--- src/rtl/assert_macros.svh ---
// Assertion macros used by the top RTL file of the triage dispatcher.
// No dependencies; include by bare file name.
`ifndef ASSERT_MACROS_SVH
`define ASSERT_MACROS_SVH

// A property that must hold at every clock edge outside reset.
`define ASSERT_ALWAYS(label, clk, rst_n, prop) \
    label: assert property (@(posedge clk) disable iff (!rst_n) (prop)) \
        else $error("assertion failed");

// An implication checked in the same cycle.
`define ASSERT_IMPLIES(label, clk, rst_n, ante, cons) \
    label: assert property (@(posedge clk) disable iff (!rst_n) (ante) |-> (cons)) \
        else $error("assertion failed");

// An implication whose consequence is checked in the next cycle.
`define ASSERT_NEXT(label, clk, rst_n, ante, cons) \
    label: assert property (@(posedge clk) disable iff (!rst_n) (ante) |=> (cons)) \
        else $error("assertion failed");

`endif

--- src/rtl/sdt_pkg.sv ---
// Package of the severity triage dispatcher: item types, queue entry type,
// cell and slot control structs, status and kind codes, and parameter defaults.
package sdt_pkg;

    localparam int QUEUE_DEPTH_DEF = 16;
    localparam int SLOT_COUNT_DEF  = 16;
    localparam int T_TYPES         = 16;

    localparam logic [1:0] KIND_ADMIT    = 2'd0;
    localparam logic [1:0] KIND_ADD      = 2'd1;
    localparam logic [1:0] KIND_DISPATCH = 2'd2;
    localparam logic [1:0] KIND_NONE     = 2'd3;

    localparam logic [2:0] ST_ADMITTED   = 3'd0;
    localparam logic [2:0] ST_DUPLICATE  = 3'd1;
    localparam logic [2:0] ST_FULL       = 3'd2;
    localparam logic [2:0] ST_ADDED      = 3'd3;
    localparam logic [2:0] ST_TAKEN      = 3'd4;
    localparam logic [2:0] ST_DISPATCHED = 3'd5;
    localparam logic [2:0] ST_EMPTY      = 3'd6;
    localparam logic [2:0] ST_NOMATCH    = 3'd7;

    typedef struct packed {
        logic [1:0]  kind;
        logic [15:0] request_id;
        logic [3:0]  severity;
        logic [3:0]  needed_type;
        logic [3:0]  slot_number;
        logic [3:0]  slot_type;
        logic        slot_free;
    } t_in_item;

    typedef struct packed {
        logic [2:0]  status;
        logic [15:0] served_id;
        logic [3:0]  served_severity;
        logic [3:0]  served_slot;
    } t_out_item;

    typedef struct packed {
        logic        valid;
        logic [3:0]  severity;
        logic [15:0] id;
        logic [3:0]  ntype;
    } t_entry;

    typedef struct packed {
        logic   insert;
        logic   remove;
        t_entry entry;
    } t_cell_ctl;

    typedef struct packed {
        logic       add;
        logic [3:0] number;
        logic [3:0] stype;
        logic       sfree;
        logic       take;
        logic [3:0] ttype;
    } t_slot_ctl;

endpackage

--- src/rtl/severity_triage_dispatcher.sv ---
// Severity triage dispatcher: a sorted chain of queue cells and a slot table.
// Each item is accepted in S_IDLE, then S_EXEC updates the queue and slots.
// The result is offered in the cycle after the item's update.
// A new item is taken only after the last one has left S_EXEC; the update waits while a result is held.
// Reset (synchronous, active low) empties the queue and the slot table at once.
// Depends on sdt_pkg, sdt_cell, sdt_slots and assert_macros.svh.
`include "assert_macros.svh"

module severity_triage_dispatcher #(
    parameter int QUEUE_DEPTH = sdt_pkg::QUEUE_DEPTH_DEF,
    parameter int SLOT_COUNT  = sdt_pkg::SLOT_COUNT_DEF
) (
    input  logic               i_clk,
    input  logic               i_rst_n,
    input  logic               i_in_valid,
    input  sdt_pkg::t_in_item  i_in_item,
    output logic               o_in_stall,
    output logic               o_out_valid,
    output sdt_pkg::t_out_item o_out_item,
    input  logic               i_out_stall
);
    import sdt_pkg::*;

    typedef enum logic {S_IDLE, S_EXEC} t_state;

    t_state    r_state;
    t_in_item  r_item;
    logic      r_out_valid;
    t_out_item r_out;

    t_cell_ctl w_ctl;
    t_slot_ctl w_slot_ctl;
    t_entry    w_entry [QUEUE_DEPTH];
    logic [QUEUE_DEPTH-1:0] w_ins;
    logic [QUEUE_DEPTH-1:0] w_found;
    logic [QUEUE_DEPTH-1:0] w_hit;
    logic [QUEUE_DEPTH-1:0] w_dup;
    logic [T_TYPES-1:0]     w_type_free;
    logic                   w_add_ok;
    logic [3:0]             w_take_slot;
    t_entry    w_chosen;
    logic      w_commit;
    logic      w_full;
    logic      w_empty;
    logic      w_any_dup;
    logic      w_any_found;
    t_out_item w_result;

    assign o_in_stall  = (r_state != S_IDLE);
    assign o_out_valid = r_out_valid;
    assign o_out_item  = r_out;

    assign w_commit    = (r_state == S_EXEC) && (!r_out_valid || !i_out_stall);
    assign w_full      = w_entry[QUEUE_DEPTH-1].valid;
    assign w_empty     = !w_entry[0].valid;
    assign w_any_dup   = |w_dup;
    assign w_any_found = w_found[QUEUE_DEPTH-1];

    always_comb begin
        w_ctl.entry.valid    = 1'b1;
        w_ctl.entry.severity = r_item.severity;
        w_ctl.entry.id       = r_item.request_id;
        w_ctl.entry.ntype    = r_item.needed_type;
        w_ctl.insert = w_commit && (r_item.kind == KIND_ADMIT) && !w_any_dup && !w_full;
        w_ctl.remove = w_commit && (r_item.kind == KIND_DISPATCH) && w_any_found;
    end

    // The first eligible cell in service order drives the chosen entry.
    always_comb begin
        w_chosen = '0;
        for (int q = 0; q < QUEUE_DEPTH; q++) begin
            w_chosen = w_chosen | (w_hit[q] ? w_entry[q] : '0);
        end
    end

    for (genvar q = 0; q < QUEUE_DEPTH; q++) begin : g_cell
        t_entry w_prev;
        t_entry w_next;
        logic   w_prev_ins;
        logic   w_found_in;
        if (q == 0) begin : g_head
            assign w_prev     = '0;
            assign w_prev_ins = 1'b0;
            assign w_found_in = 1'b0;
        end else begin : g_body
            assign w_prev     = w_entry[q-1];
            assign w_prev_ins = w_ins[q-1];
            assign w_found_in = w_found[q-1];
        end
        if (q == QUEUE_DEPTH - 1) begin : g_tail
            assign w_next = '0;
        end else begin : g_inner
            assign w_next = w_entry[q+1];
        end

        sdt_cell u_cell (
            .i_clk       (i_clk),
            .i_rst_n     (i_rst_n),
            .i_ctl       (w_ctl),
            .i_prev      (w_prev),
            .i_prev_ins  (w_prev_ins),
            .i_next      (w_next),
            .i_type_free (w_type_free),
            .i_found     (w_found_in),
            .o_entry     (w_entry[q]),
            .o_ins       (w_ins[q]),
            .o_found     (w_found[q]),
            .o_hit       (w_hit[q]),
            .o_dup       (w_dup[q])
        );
    end

    always_comb begin
        w_slot_ctl.add    = w_commit && (r_item.kind == KIND_ADD);
        w_slot_ctl.number = r_item.slot_number;
        w_slot_ctl.stype  = r_item.slot_type;
        w_slot_ctl.sfree  = r_item.slot_free;
        w_slot_ctl.take   = w_ctl.remove;
        w_slot_ctl.ttype  = w_chosen.ntype;
    end

    sdt_slots #(
        .SLOT_COUNT (SLOT_COUNT)
    ) u_slots (
        .i_clk       (i_clk),
        .i_rst_n     (i_rst_n),
        .i_ctl       (w_slot_ctl),
        .o_add_ok    (w_add_ok),
        .o_type_free (w_type_free),
        .o_take_slot (w_take_slot)
    );

    always_comb begin
        w_result = '0;
        unique case (r_item.kind)
            KIND_ADMIT: begin
                if (w_any_dup) begin
                    w_result.status = ST_DUPLICATE;
                end else if (w_full) begin
                    w_result.status = ST_FULL;
                end else begin
                    w_result.status = ST_ADMITTED;
                end
            end
            KIND_ADD: begin
                w_result.status = w_add_ok ? ST_ADDED : ST_TAKEN;
            end
            KIND_DISPATCH: begin
                if (w_empty) begin
                    w_result.status = ST_EMPTY;
                end else if (!w_any_found) begin
                    w_result.status = ST_NOMATCH;
                end else begin
                    w_result.status          = ST_DISPATCHED;
                    w_result.served_id       = w_chosen.id;
                    w_result.served_severity = w_chosen.severity;
                    w_result.served_slot     = w_take_slot;
                end
            end
            default: begin
                w_result = '0;
            end
        endcase
    end

    always_ff @(posedge i_clk) begin
        if (!i_rst_n) begin
            r_state     <= S_IDLE;
            r_out_valid <= 1'b0;
        end else begin
            unique case (r_state)
                S_IDLE: begin
                    if (i_in_valid) begin
                        r_item  <= i_in_item;
                        r_state <= S_EXEC;
                    end
                end
                S_EXEC: begin
                    if (w_commit) begin
                        r_state <= S_IDLE;
                        // The unused kind finishes without a result.
                        if (r_item.kind != KIND_NONE) begin
                            r_out <= w_result;
                        end
                    end
                end
                default: begin
                    r_state <= S_IDLE;
                end
            endcase
            // A new result may replace one that is taken in the same cycle.
            if (w_commit && (r_item.kind != KIND_NONE)) begin
                r_out_valid <= 1'b1;
            end else if (r_out_valid && !i_out_stall) begin
                r_out_valid <= 1'b0;
            end
        end
    end

    `ASSERT_NEXT(a_one_at_a_time, i_clk, i_rst_n, i_in_valid && !o_in_stall, o_in_stall)
    `ASSERT_IMPLIES(a_single_winner, i_clk, i_rst_n, w_ctl.remove, $onehot(w_hit))
    `ASSERT_ALWAYS(a_queue_sorted, i_clk, i_rst_n, $onehot0(w_ins & ~{w_ins[QUEUE_DEPTH-2:0], 1'b0}))
    `ASSERT_NEXT(a_insert_fills, i_clk, i_rst_n, w_ctl.insert, w_entry[0].valid)

endmodule

--- src/rtl/sdt_cell.sv ---
// One cell of the sorted request queue: holds one entry, inserts by shifting
// right and removes by shifting left. Depends on sdt_pkg.
module sdt_cell (
    input  logic                      i_clk,
    input  logic                      i_rst_n,
    input  sdt_pkg::t_cell_ctl        i_ctl,
    input  sdt_pkg::t_entry           i_prev,
    input  logic                      i_prev_ins,
    input  sdt_pkg::t_entry           i_next,
    input  logic [sdt_pkg::T_TYPES-1:0] i_type_free,
    input  logic                      i_found,
    output sdt_pkg::t_entry           o_entry,
    output logic                      o_ins,
    output logic                      o_found,
    output logic                      o_hit,
    output logic                      o_dup
);
    import sdt_pkg::*;

    t_entry r_entry;
    t_entry n_entry;
    logic   w_first;
    logic   w_elig;

    // The new item is served before this entry.
    assign w_first = (i_ctl.entry.severity > r_entry.severity) ||
                     ((i_ctl.entry.severity == r_entry.severity) &&
                      (i_ctl.entry.id < r_entry.id));
    assign o_ins   = !r_entry.valid || w_first;
    assign o_dup   = r_entry.valid && (i_ctl.entry.severity == r_entry.severity) &&
                     (i_ctl.entry.id == r_entry.id);
    assign w_elig  = r_entry.valid && i_type_free[r_entry.ntype];
    assign o_hit   = w_elig && !i_found;
    assign o_found = i_found || w_elig;
    assign o_entry = r_entry;

    always_comb begin
        n_entry = r_entry;
        if (i_ctl.remove && o_found) begin
            n_entry = i_next;
        end else if (i_ctl.insert && o_ins) begin
            n_entry = i_prev_ins ? i_prev : i_ctl.entry;
        end
    end

    always_ff @(posedge i_clk) begin
        if (!i_rst_n) begin
            r_entry.valid <= 1'b0;
        end else begin
            r_entry <= n_entry;
        end
    end

endmodule

--- src/rtl/sdt_slots.sv ---
// Resource slot table: add, per-type free summary, lowest free slot lookup
// and marking a slot busy. Depends on sdt_pkg.
module sdt_slots #(
    parameter int SLOT_COUNT = sdt_pkg::SLOT_COUNT_DEF
) (
    input  logic                        i_clk,
    input  logic                        i_rst_n,
    input  sdt_pkg::t_slot_ctl          i_ctl,
    output logic                        o_add_ok,
    output logic [sdt_pkg::T_TYPES-1:0] o_type_free,
    output logic [3:0]                  o_take_slot
);
    import sdt_pkg::*;

    logic [SLOT_COUNT-1:0] r_valid;
    logic [SLOT_COUNT-1:0] r_avail;
    logic [3:0]            r_kind [SLOT_COUNT];
    logic [T_TYPES-1:0]    r_type_free;
    logic [T_TYPES-1:0]    n_type_free;
    logic [SLOT_COUNT-1:0] w_add_sel;
    logic [SLOT_COUNT-1:0] w_take_sel;

    // A slot number beyond the table matches no slot and is rejected.
    always_comb begin
        o_add_ok = 1'b0;
        for (int s = 0; s < SLOT_COUNT; s++) begin
            w_add_sel[s] = (int'(i_ctl.number) == s);
            if (w_add_sel[s]) begin
                o_add_ok = !r_valid[s];
            end
        end
    end

    always_comb begin
        logic found;
        found       = 1'b0;
        o_take_slot = 4'd0;
        w_take_sel  = '0;
        for (int s = 0; s < SLOT_COUNT; s++) begin
            if (!found && r_valid[s] && r_avail[s] && (r_kind[s] == i_ctl.ttype)) begin
                found         = 1'b1;
                o_take_slot   = 4'(s);
                w_take_sel[s] = 1'b1;
            end
        end
    end

    always_comb begin
        n_type_free = '0;
        for (int t = 0; t < T_TYPES; t++) begin
            for (int s = 0; s < SLOT_COUNT; s++) begin
                if (r_valid[s] && r_avail[s] && (int'(r_kind[s]) == t)) begin
                    n_type_free[t] = 1'b1;
                end
            end
        end
    end

    assign o_type_free = r_type_free;

    always_ff @(posedge i_clk) begin
        if (!i_rst_n) begin
            r_valid     <= '0;
            r_avail     <= '0;
            r_type_free <= '0;
        end else begin
            r_type_free <= n_type_free;
            for (int s = 0; s < SLOT_COUNT; s++) begin
                if (i_ctl.add && o_add_ok && w_add_sel[s]) begin
                    r_valid[s] <= 1'b1;
                    r_avail[s] <= i_ctl.sfree;
                end else if (i_ctl.take && w_take_sel[s]) begin
                    r_avail[s] <= 1'b0;
                end
            end
        end
    end

    always_ff @(posedge i_clk) begin
        for (int s = 0; s < SLOT_COUNT; s++) begin
            if (i_ctl.add && o_add_ok && w_add_sel[s]) begin
                r_kind[s] <= i_ctl.stype;
            end
        end
    end

endmodule

--- config.mk ---
export PLATFORM = sky130hd
export DESIGN_NAME = severity_triage_dispatcher
export DESIGN_NICKNAME = d
export VERILOG_FILES = /design/src/rtl/sdt_pkg.sv /design/src/rtl/severity_triage_dispatcher.sv /design/src/rtl/sdt_cell.sv /design/src/rtl/sdt_slots.sv
export VERILOG_INCLUDE_DIRS = /design/src /design/src/rtl
export SDC_FILE = /design/constraint.sdc
export NUM_CORES = 2
export LEC_CHECK = 0
export ABC_AREA = 0
export BUFFER_PORTS_ARGS = -buffer_cell sky130_fd_sc_hd__buf_2
export CORE_ASPECT_RATIO = 0.9
export CORE_MARGIN = 5
export CORE_UTILIZATION = 45
export CTS_CLUSTER_SIZE = 20
export DETAILED_ROUTE_END_ITERATION = 10
export GPL_TIMING_DRIVEN = 0
export SETUP_SLACK_MARGIN = 0.05
export SYNTH_ARGS = -nofsm -noshare
export SYNTH_HDL_FRONTEND = slang
export SYNTH_SLANG_ARGS = --single-unit
export TNS_END_PERCENT = 100
--- constraint.sdc ---
create_clock -name i_clk -period 7.35 [get_ports i_clk]
set_input_delay 1.8375 -clock i_clk [delete_from_list [all_inputs] [get_ports i_clk]]
set_output_delay 1.8375 -clock i_clk [all_outputs]
set_load 0.005 [all_outputs]
* Word level (Yosys, flattened, before mapping)
Memories as Yosys holds them, arrays and structs flattened. Cells that the tools add are included.
Storage, ports and cells: bits in registers 512, bits in latches 0, RAM bits 64, bits in read-only memories 0, input bits 39, output and inout bits 29, word-level logic and storage cells 1684, memories kept 1
Memory list:
- u_slots.r_kind | depth 16, width 4, rd ports 16, clocked after memory_dff 0, wr ports 1, RTL line sdt_slots.sv:17 | logic [3:0] r_kind [SLOT_COUNT];
Cells by class: $add $sub $neg 0, $mul 0, div/mod/pow operators 0, magnitude comparators 48, equality and inequality tests 306, shift operators 0, muxes and demuxes 531, bitwise gates (word level) 17, reduce and logical (&&, ||, !) cells 671
Operators with widths (count):
- $mux W25 | 45
- $eq A4 B4 Y1 const B | 136
- $logic_and A1 B1 Y1 | 471
- $mux W24 | 17
- $mux W1 | 402
- $or A24 B24 Y24 | 15
- $eq A4 B3 Y1 const B | 68
- $eq A16 B16 Y1 | 16
- $lt A16 B16 Y1 | 16
- $mux W4 | 38
- $eq A4 B2 Y1 const B | 34
- $eq A4 B4 Y1 | 32
- $lt A4 B5 Y1 const B | 16
- $eq A4 B1 Y1 const B | 17
- $logic_not A4 Y1 | 17
- $reduce_bool A2 Y1 | 33
- $logic_not A1 Y1 | 65
- $bmux W1 S4 | 16
- $gt A4 B4 Y1 | 16
- $reduce_or A4 Y1 | 15
- $logic_or A1 B1 Y1 | 48
- $reduce_and A2 Y1 | 16
- $reduce_or A16 Y1 | 1
- $mux W3 | 5
- other kinds (11) | 18

* Longest topological paths before layout
depth after elaboration 102, gate-level depth with buffers 20

* Cells and area by module
From an unflattened synthesis, not the netlist that was laid out.
Unflattened totals: cell total of the unflattened synthesis 4411, area total of the unflattened synthesis 44106.1 um^2
Modules (own cells, without submodules):
- sdt_cell at g_cell[0].u_cell ... | times used 14, cells each 200, area each 2016.9 um^2
- sdt_slots | times used 1, cells each 860, area each 7233.2 um^2
- sdt_cell at g_cell[8].u_cell ... | times used 2, cells each 189, area each 2178.3 um^2
- severity_triage_dispatcher | times used 1, cells each 373, area each 4279.1 um^2

* Worst setup path before layout
OpenSTA, ideal clock, no wires.
path type input to register, start in i_out_stall, end reg g_cell[4].u_cell.r_entry (netlist bit g_cell[4].u_cell.o_entry[0]), enable pin, setup time 0.413 ns, arrival 4.463 ns, required time 6.937 ns, setup slack 2.474 ns, stages 9, cells stage by stage nand2_1 and2_1 clkbuf_1 o311a_1 clkbuf_1 clkbuf_1 o21ai_1 buf_2 a21oi_1
On the way: longest elaborated chain between the ends 9
RTL lines:
- start, declared | RTL line severity_triage_dispatcher.sv:20 | input logic i_out_stall
- $logic_not A1 Y1 * | RTL line severity_triage_dispatcher.sv:53 | assign w_commit = (r_state == S_EXEC) && (!r_out_valid || !i_out_stall);
- $logic_or A1 B1 Y1 * | RTL line severity_triage_dispatcher.sv:53
- $logic_and A1 B1 Y1 * | RTL line severity_triage_dispatcher.sv:53
- $logic_and A1 B1 Y1 (3 in series) | RTL line severity_triage_dispatcher.sv:64 | w_ctl.insert = w_commit && (r_item.kind == KIND_ADMIT) && !w_any_dup && !w_full;
- $logic_and A1 B1 Y1 | RTL line sdt_cell.sv:41 | end else if (i_ctl.insert && o_ins) begin
- $reduce_bool A2 Y1 (no source line) *
- $reduce_and A2 Y1 (no source line) *
- end signal, assigned | RTL line sdt_cell.sv:50 | r_entry <= n_entry;
- end, declared | RTL line sdt_cell.sv:20 | t_entry r_entry;
Mark *: on every way between the ends. The rest lies on a longest branch, timed or not. A chain may end at the register's enable or synchronous reset.

* Final worst setup path
start reg r_item[13] in the netlist's numbering, end reg g_cell[4].u_cell.r_entry (netlist bit g_cell[4].u_cell.o_entry[14]), enable pin
On the way: longest elaborated chain between the ends 10
RTL lines:
- start, declared | RTL line severity_triage_dispatcher.sv:27 | t_in_item r_item;
- start signal, assigned | RTL line severity_triage_dispatcher.sv:174 | r_item <= i_in_item;
- $eq A4 B4 Y1, on equally long branches | RTL line sdt_cell.sv:30, sdt_cell.sv:27
- $logic_and A1 B1 Y1 (2 in series) | RTL line sdt_cell.sv:30 | assign o_dup = r_entry.valid && (i_ctl.entry.severity == r_entry.severity) &&
- $reduce_or A16 Y1 | RTL line severity_triage_dispatcher.sv:56 | assign w_any_dup = |w_dup;
- $logic_not A1 Y1 | RTL line severity_triage_dispatcher.sv:64
- $logic_and A1 B1 Y1 (2 in series) | RTL line severity_triage_dispatcher.sv:64
- $logic_and A1 B1 Y1 * | RTL line sdt_cell.sv:41
- $reduce_bool A2 Y1 (no source line) *
- $reduce_and A2 Y1 (no source line) *
Marked as above.

==> results.txt <==
Leak: 0.01717 µW
Cts bufs inserted: 70
Post-CTS setup buffer count: 0
Pin count of the biggest net entering global routing: 29
FILL cells: 8946
Die Y: 300.7 µm
Crit. End Element: flop
# setup viols final: 0
Multi-input logic area: 23200 µm²
Slew Viols, Final: 0
HPWL Detailed: 144000 µm
RSZ-0062 raised after global routing: false
Tmin final: 7267 ps
DRT iter0 DRCs: 6401
Total Wirelength: 176000 µm
PD cells: 162.4 nW/µm²
Antenna cell count: 0
WP buf/inv: 5
Synth area leaders: edfxtp_1, ha_1, mux2i_1
Hold slack: 483.4 ps
Storage element area: 16640 µm²
Number of global-route vias before repair: 36020
Antenna-violating nets left: 0
Wire length per cell: 28.69 µm
Slowest CP cell: edfxtp_1
Final worst setup slack: 83.30 ps
GR Overflow Total: 0
Cell area after synthesis: 42240 µm²
Final TNS setup: 0 ps
Synthesized instance count: 4683
Number of synthesized register bits: 576
Clk buf depth: 3
Final layout net count: 5175
Synthesized area per cell: 9.020 µm²
Clock Latency Late Sink: 660 ps
Pre-CTS setup slack: -408.5 ps
Run status: completed
Max Fclk: 137.6 MHz
Ys Warns: 0
Commonest non-fill, non-tap cell in the layout: nor2_1
Yosys cell types: 90
Layout cells sized above 1: 7.317%
Total iterations of the first detailed-routing run: 7
Most frequent CP cell: inv_1
Max_cap viols: 0
Clk sink count: 576
Worst hold path class: flop to flop
Worst EP arrival: 7610 ps
Die outline area: 100100 µm²
Final hold violations: 0
Area Growth Syn to Fin: 10.71%
Cell row count: 106
Vias per cell: 6.397
Critical path class: flop to flop
Vias: 39240
Post-Syn Nets: 5022
Most frequent cells in the layout: nor2_1, edfxtp_1, a21oi_1, nand2_1, mux2i_1
Share of the synthesized area in the top cell type: 36.26%
Sequential area share after synthesis: 39.38%
Final worst path period share: 98.87%
First-pass GRT wire length: 248800 µm
CTS root buf: clkbuf_16
GRT Total Usage: 33.68%
CP top delay family: simple AND/OR/NAND/NOR gates
# DRC: 0
Post-synth top flop: edfxtp_1
Critical path required time: 7690 ps
Post-Route Utilization: 50.30%
Clk slew on worst S/H paths: 60 ps
Die W: 333.0 µm
Slew @ Worst Pin: 1453 ps
Worst Setup Start Kind: flop
Max VDD drop: 0.2245 mV
CTS tree: built
Starting Density: 45.43%
Critical Path Fanout Max: 16
Worst path max stage delay: 800 ps
Slew headroom: 3.103%
Post-synth EDFFs: 510
Asr flop ratio synth: 0%
GPL Wtd Cong: 0.9909
H-tree depth: 3
Crit-path cells: clkbuf_2, inv_1, ha_1, nand4_1, nor4_1, nand3_1, o31ai_1, a2111oi_4, nand2_1, nor3b_1, nand2b_1, clkbuf_1, nor2_1, inv_1, a21oi_2, buf_8
Num ports: 68
Clk_skew: 43.25 ps
Synth area leader: edfxtp_1
Core box area: 92970 µm²
Port Buffer Count: 67
Initial antenna violation count: 3
-- per-stage QoR --
stage | total power (µW) | cells | cell area [µm²]
floorplan | 3921 | 4683 | 42240
global placement | 4090 | 5992 | 44130
detailed placement | 4106 | 6007 | 44440
CTS | 7596 | 6137 | 46770
global route | 7786 | 6135 | 46770
finish | 7594 | 6135 | 46770
-- power breakdown --
part / internal [µW] / switching, µW
Sequential: 3570 / 85.0
Clock: 2000 / 1540
Combinational: 142 / 253
-- worst paths after layout --
check                                           end                     start  slack, ps  cells after the start
max          g_cell[4].u_cell.o_entry[14]$_DFFE_PP_      r_item[13]$_DFFE_PP_         80                     16
min                        o_out_valid$_SDFFE_PN0P_  o_out_valid$_SDFFE_PN0P_        480                      2
max reg2reg  g_cell[4].u_cell.o_entry[14]$_DFFE_PP_      r_item[13]$_DFFE_PP_         80                     16
min reg2reg                o_out_valid$_SDFFE_PN0P_  o_out_valid$_SDFFE_PN0P_        480                      2
-- per-layer routing --
| metal | vias to the layer above | global-route usage (%) | wire (µm) |
|---|---|---|---|
| met3 | 250 | 10.06 | 25860 |
| met2 | 2605 | 45.49 | 67850 |
| met5 | - | 1.209 | 192 |
| met4 | 6 | 6.522 | 3820 |
| met1 | 18890 | 52.76 | 78280 |
| li1 | 17490 | - | - |
-- repair_timing --
item	4_1_cts	5_1_grt
setup endpoints to repair	271	308
cloned	1	0
resized for setup	4	2
hold buffers	0	0
-- layout make-up --
type	instances	share of cell area (%)
Buffer	326	2.881
Clock buffer	81	3.855
Clock inverter	48	1.057
Inverter	310	2.488
Multi-Input combinational cell	3470	49.60
Sequential cell	576	35.57
Tap cell	1242	3.323
Timing Repair Buffer	82	1.220
-- flip-flops by register name (all words and copies together), names as in the netlist --
register / count
r_item: 35
u_slots.r_kind: 64
u_slots.r_avail: 16
u_slots.r_valid: 16
o_out_valid: 1
u_slots.o_type_free: 16
o_in_stall: 1
o_out_item: 27
g_cell.u_cell.o_entry: 400
-- synthesized netlist by cell type (all sizes together) (6+ instances only) --
cell type,instances
a2111oi,17
o22ai,91
a222oi,20
xnor2,51
ha,300
and3,25
xor2,32
buf,75
a21oi,482
or4,16
nor4,63
a221oi,43
or3,12
nand3,64
nor2,581
or2,11
and2,10
nand2,378
a211oi,27
a21o,30
a31oi,23
o21a,52
nand4b,17
a22oi,54
a311oi,6
nand4,108
nand2b,96
a32oi,7
o2111ai,25
dfxtp,66
inv,310
mux2,29
nor2b,92
clkbuf,253
o21ai,195
mux4,25
nor3,84
edfxtp,510
o221ai,9
mux2i,313
o211ai,17
-- cells by family after synthesis --
group / synth area share (%)
AND/OR/NAND/NOR: 17.62
AO/OA/AOI/OAI: 16.91
buffers and inverters: 5.954
flip-flops: 39.38
multiplexers: 9.523
adder cells (fa/ha/maj): 8.886
XOR/XNOR: 1.721
-- worst register-to-register path: cells and delay by family (launching register included) --
family	cells	cell delay (ps)
and+or+nand+nor	7	2040
adders and majority gates	1	460
AOI/OAI and AO/OA	3	1800
buffers and inverters	5	1850
DFF	1	800
(Power assumes the default switching activity.)
